### src/design/dagrmf_pkg.sv
// ----------------------------------------------------------------------------
// dagrmf_pkg
// Shared types, sizes and helpers for the reachable-minimum finder.
// ----------------------------------------------------------------------------
`timescale 1ns / 1ps

package dagrmf_pkg;

	localparam int MAX_NODES  = 64;
	localparam int MAX_EDGES  = 256;
	localparam int VALUE_BITS = 16;

	localparam int NODE_W  = 6;
	localparam int CNT_W   = 7;
	localparam int EDGE_AW = (MAX_EDGES > 1) ? $clog2(MAX_EDGES) : 1;
	localparam int ETOT_W  = $clog2(MAX_EDGES + 1);
	localparam int BEST_W  = VALUE_BITS + NODE_W;

	localparam int CMDQ_DEPTH = 4;
	localparam int CMDQ_AW    = $clog2(CMDQ_DEPTH);
	localparam int OUTQ_DEPTH = 4;
	localparam int OUTQ_AW    = $clog2(OUTQ_DEPTH);

	typedef enum logic [1:0] {
		OP_LOAD  = 2'd0,
		OP_EDGE  = 2'd1,
		OP_RUN   = 2'd2,
		OP_CLEAR = 2'd3
	} op_t;

	typedef struct packed {
		op_t                   op;
		logic [NODE_W-1:0]     node;
		logic [VALUE_BITS-1:0] value;
		logic [NODE_W-1:0]     upper_node;
		logic [NODE_W-1:0]     lower_node;
	} in_item_t;

	typedef struct packed {
		logic [NODE_W-1:0]     for_node;
		logic [NODE_W-1:0]     best_node;
		logic [VALUE_BITS-1:0] best_value;
		logic                  last;
		logic                  edge_error;
	} out_item_t;

	typedef struct packed {
		op_t                   op;
		logic [NODE_W-1:0]     node;
		logic [VALUE_BITS-1:0] value;
		logic [NODE_W-1:0]     upper_node;
		logic [NODE_W-1:0]     lower_node;
		logic                  edge_ok;
	} cmd_t;

	typedef struct packed {
		logic valid;
		cmd_t cmd;
	} cmd_head_t;

	typedef enum logic [3:0] {
		ST_IDLE,
		ST_INIT,
		ST_PASS_START,
		ST_EDGE_RD,
		ST_BEST_RD,
		ST_RELAX,
		ST_PASS_END,
		ST_EMIT_RD,
		ST_EMIT_WR
	} back_state_t;

	// zero acts as one node, anything above the maximum as the maximum
	function automatic logic [CNT_W-1:0] nodes_in_use(input logic [CNT_W-1:0] cnt);
		logic [CNT_W-1:0] n;
		if (cnt == '0) begin
			n = CNT_W'(1);
		end else if (cnt > CNT_W'(MAX_NODES)) begin
			n = CNT_W'(MAX_NODES);
		end else begin
			n = cnt;
		end
		return n;
	endfunction

endpackage

### src/design/dagrmf_front.sv
// ----------------------------------------------------------------------------
// dagrmf_front
// Accepts items, classifies them and holds them in a short command queue.
// ----------------------------------------------------------------------------
`timescale 1ns / 1ps

module dagrmf_front (
	input  logic                        clk,
	input  logic                        arst_n,
	input  logic                        push,
	output logic                        full,
	input  dagrmf_pkg::in_item_t        request,
	input  logic [dagrmf_pkg::CNT_W-1:0] node_count,
	output dagrmf_pkg::cmd_head_t       head,
	input  logic                        cmd_pop
);

	import dagrmf_pkg::*;

	cmd_t               q_mem [CMDQ_DEPTH];
	logic [CMDQ_AW-1:0] wptr_q;
	logic [CMDQ_AW-1:0] rptr_q;
	logic [CMDQ_AW:0]   cnt_q;
	logic [CNT_W-1:0]   n;
	cmd_t               cls;
	logic               do_push;
	logic               do_pop;

	assign n = nodes_in_use(node_count);

	always_comb begin
		cls.op         = request.op;
		cls.node       = request.node;
		cls.value      = request.value;
		cls.upper_node = request.upper_node;
		cls.lower_node = request.lower_node;
		cls.edge_ok    = ({1'b0, request.upper_node} < n) && ({1'b0, request.lower_node} < n);
	end

	assign full       = (cnt_q == (CMDQ_AW + 1)'(CMDQ_DEPTH));
	assign do_push    = push && !full;
	assign head.valid = (cnt_q != '0);
	assign head.cmd   = q_mem[rptr_q];
	assign do_pop     = cmd_pop && head.valid;

	always_ff @(posedge clk) begin
		if (do_push) begin
			q_mem[wptr_q] <= cls;
		end
	end

	always_ff @(posedge clk or negedge arst_n) begin
		if (!arst_n) begin
			wptr_q <= '0;
			rptr_q <= '0;
			cnt_q  <= '0;
		end else begin
			if (do_push) begin
				wptr_q <= wptr_q + 1'b1;
			end
			if (do_pop) begin
				rptr_q <= rptr_q + 1'b1;
			end
			unique case ({do_push, do_pop})
				2'b10: cnt_q <= cnt_q + 1'b1;
				2'b01: cnt_q <= cnt_q - 1'b1;
				default: cnt_q <= cnt_q;
			endcase
		end
	end

endmodule

### config.mk
export PLATFORM = sky130hd
export DESIGN_NAME = dagrmf_front
export DESIGN_NICKNAME = d
export VERILOG_FILES = /design/src/design/dagrmf_pkg.sv /design/src/design/dagrmf_front.sv
export SDC_FILE = /design/constraint.sdc
export NUM_CORES = 1
export LEC_CHECK = 0
export ABC_AREA = 1
export BUFFER_PORTS_ARGS = -buffer_cell sky130_fd_sc_hd__clkbuf_2
export CORE_ASPECT_RATIO = 2
export CORE_MARGIN = 4
export CORE_UTILIZATION = 28
export CTS_BUF_LIST = sky130_fd_sc_hd__clkbuf_4
export DETAILED_ROUTE_END_ITERATION = 10
export PLACE_DENSITY = 0.48
export SYNTH_ARGS = -nofsm -noshare
export SYNTH_HDL_FRONTEND = slang
export SYNTH_SLANG_ARGS = --single-unit
### constraint.sdc
create_clock -name clk -period 3.5 [get_ports clk]
set_clock_uncertainty 0.1 [all_clocks]
set_input_delay 0.175 -clock clk [delete_from_list [all_inputs] [get_ports clk]]
set_output_delay 0.175 -clock clk [all_outputs]
set_load 0.03 [all_outputs]
==> metrics list <==
- Total count of max-transition violations in the final report: 0
* Clock tree from TritonCTS: built
- In this run the power spent charging and discharging nets is 2.758 mW.
* Overall power consumption: 6.298 mW
* Number of rows in the core area: 76
- The area growth from synthesis to layout is 22.54%.
* Proportion of power drawn by flip-flops and latches: 0.404
* Count of fill cells added during filler insertion: 2162
- The initial antenna violation count was 1.
* Detailed-route via count: 3971
- Upper clock frequency limit: 0.3685 GHz
- Simple-gate portion of the synthesized area: 0.07198
- Slowest stage cell, crit path: inv_2
- Post-synthesis share of cell area spent on full adders, half adders and majority gates: 0.03347
- Average instance area after synthesis: 13.64 µm²
* Finished layout cell area: 0.007605 mm²
* Worst min-delay path class: in -> reg
- In this design, the stage delay of the slowest critical-path cell is 0.51 ns.
- Synthesis handed over a netlist of 455 instances.
- Hold is met by 0.07700 ns.
- Syn nets: 518
- In this run the cell area measured after placement is 0.006944 mm².
- Core Area: 0.02168 mm²
- In this run the remaining antenna-violating nets after routing total 0.
- Final setup violating endpoints: 0
* Via count of the first global-routing pass: 4229
* Required time of the critical path: 3.22 ns
* FF+latch count, synth: 155
- For this design the top-level I/O count stands at 86.
* Detailed placer's ending HPWL: 9.795 mm
* Number of warning messages in the yosys log: 0
- The die is 218.5 µm tall.
- VDD sags by at most 0.2788 mV.
- For this configuration, the core starts out at a cell density of 0.2862.
* Die X: 113.3 µm
- Of the total synthesized cell area, the portion taken by XOR and XNOR cells is 0.007056.
- Routability-driven placement finished with a final weighted congestion of 0.7508.
- Multiplexer area fraction after synthesis: 0
- Element type at the critical path start: flop
- In this run the tool buffered the top-level ports with 85 buffer cells.
* Proportion of layout cells with a drive suffix above 1: 0.2354
- Cell chosen for the clock root: clkbuf_4
- Register clock-pin slew on the reported worst setup and hold paths: 0.13 ns
- Total die area: 0.02475 mm²
* Sum of routed wire length over all layers: 14.79 mm
- Buffers added to address setup during post-CTS repair amount to 0.
- Cell Int Power: 3.540 mW
* Post-synth design cell area: 0.006206 mm²
* Vias per cell: 4.549
* Unique cell type count in the Yosys netlist: 29
- Pin count of the biggest net entering global routing: 77
* P per Cell Area: 828.2 mW/mm²
* CTS H-tree depth: 4
- The worst setup path is of the reg -> out kind.
- Number of violations reported at the end of detailed-routing iteration 0: 190
- Clock tree synthesis found a total of 155 sinks.
- Min cycle time layout: 2.714 ns
* Global routing usage summed across all routing layers: 0.1245
- For this design the static power due to leakage is 2.737 nW.
* Wire length of the first global-routing pass: 23.07 mm
- Transition time of the tightest slew-check pin: 0.7765 ns
- Buffers inserted during clock tree synthesis total 17.
- After global routing the overflow that remains totals 0.
* Clock latency at the later pin of the worst-skew pair: 0.55 ns
- Unrepaired setup endpoints after global routing: no
- Residual DRC: 0
- Detailed-router iteration count before antenna repair: 6
- Of the total power, combinational logic draws 0.439.
- Share of flip-flops with an asynchronous set or reset: 0.04516
* CP Cell Sequence: inv_2 -> buf_4 -> nor2_1 -> o22ai_1 -> clkbuf_2
* Post-synthesis compound-gate area fraction: 0.1081
* Finished Core Util: 0.3508
- In the synthesized netlist the dominant register cell turns out to be edfxtp_1.
* Fraction of the cycle the final worst path needs: 0.7754
* Number of enable flip-flop cells after synthesis: 148
* Final net count: 649
* Sequential Area: 0.004621 mm²
* Maximum root-to-sink buffer count: 2
* Maximum fanout along the worst path: 40
- Of the synthesized area, sequential elements account for 0.7444.
- Max transition margin: 0.4811
- Part of the total power dissipated in the clock network: 0.157
- Signal arrival time at the worst endpoint: 2.44 ns
- After detailed routing, the average wire length per cell comes to 16.95 µm.
- Max-cap violations in this run came to 0.
* Run status: finished clean
- Area of the multi-input gates: 0.001399 mm²
- The final hold violation count was 0.
- Of the total power, the share spent switching nets is 0.4379.
* Dominant combinational cell family by area after synthesis: compound AO/OA/AOI/OAI gates
* Fin Setup TNS: 0 ns
- Element type at the critical path end: output pin
## power by group through the flow
| stage | logic [mW] | registers [mW] | clock network (mW) |
|---|---|---|---|
| 4_1_cts | 2.85 | 2.55 | 1.03 |
| 5_1_grt | 3.05 | 2.57 | 1.10 |
| 3_3_place_gp | 2.77 | 2.58 | 0 |
| 6_report | 2.76 | 2.54 | 0.991 |
| 2_1_floorplan | 1.91 | 2.58 | 0 |
| 3_5_place_dp | 2.81 | 2.59 | 0 |
## sequential cells by signal, indices dropped and copies added, names as in the netlist
register / flops
rptr_q: 2
q_mem: 148
cnt_q: 3
wptr_q: 2
## Yosys cell counts, types with 2 or more instances
cell type	n	area (µm²)
buf_4	6	45.04
buf_6	2	22.52
clkbuf_2	2	10.01
clkbuf_1	4	15.01
a21oi_1	6	30.03
xor2_1	4	35.03
o21ai_1	24	120.1
inv_1	17	63.81
inv_2	3	11.26
o22ai_1	37	231.5
o21ai_0	53	265.3
nand2_1	22	82.58
edfxtp_1	148	4444
dfrtp_1	7	175.2
ha_1	15	187.7
buf_2	10	50.05
nor2_1	83	311.6
## area by class of cell
cell class | count | share of cell area
inverter | 20 | 0.009872
clock inverter | 14 | 0.01612
antenna | 1 | 0.0003291
tap | 273 | 0.04492
clock buffer | 18 | 0.01777
multi-input combinational | 256 | 0.1839
timing repair buffer | 136 | 0.1194
sequential | 155 | 0.6076
## final timing paths
check                                to           from  cells past startpoint  slack (ns)
min in group asynchronous      cnt_q[2]         arst_n                      3        0.48
max                            head[14]      rptr_q[0]                      5        0.79
max in group asynchronous     rptr_q[0]         arst_n                      3        2.52
max reg2reg                q_mem[3][22]       cnt_q[2]                      6        1.32
min                         q_mem[1][0]  node_count[6]                      5        0.08
min reg2reg                    cnt_q[0]       cnt_q[0]                      1        0.47
## cell families after synthesis
logic type               Yosys count
AO/OA/AOI/OAI                    123
AND/OR/NAND/NOR                  112
XOR/XNOR                           5
buffers and inverters             44
adder cells (fa/ha/maj)           16
flip-flops                       155
## metal layers
layer,track usage,share of wire
met2,0.2369,0.57
met3,0.03159,0.037
met1,0.1248,0.37
met4,0.05455,0.024
met5,0,0
## layout by cell type, fill, tap and decap left out, drive strengths merged
cell / Yosys / final
clkinv: 0 / 5
diode: 0 / 1
clkinvlp: 0 / 5
o31ai: 1 / 1
o22ai: 37 / 37
nand2: 23 / 23
xor2: 4 / 4
nor3: 2 / 2
fa: 1 / 1
edfxtp: 148 / 148
nor2: 84 / 84
bufinv: 0 / 1
o211ai: 1 / 1
dlygate4sd3: 0 / 40
inv: 20 / 23
and2: 1 / 1
dfrtp: 7 / 7
buf: 18 / 11
nand3: 1 / 1
o21ai: 78 / 78
clkbuf: 6 / 103
nand4: 1 / 1
ha: 15 / 15
xnor2: 1 / 1
a21oi: 6 / 6
## repair_timing
item / 4_1_cts / 5_1_grt
setup endpoints to repair: 0 / 0
hold buffers: 40 / 0
endpoints found under the hold margin: 155 / 0
resized for setup: 0 / 0
## critical path: cells and delay by family (launching register included)
kind / cells / cell delay [ns]
buffers and inverters: 3 / 1.13
flip-flops: 1 / 0.43
AND/OR/NAND/NOR: 1 / 0.07
AO/OA/AOI/OAI: 1 / 0.24
## metrics by stage
step / setup WS (ns) / std cells
floorplan: 0.6734 / 455
global placement: 1.315 / 800
detailed placement: 1.264 / 800
CTS: 0.6943 / 872
global route: 0.5657 / 873
finish: 0.7862 / 873
No activity file was read; power rests on OpenSTA's default activity.
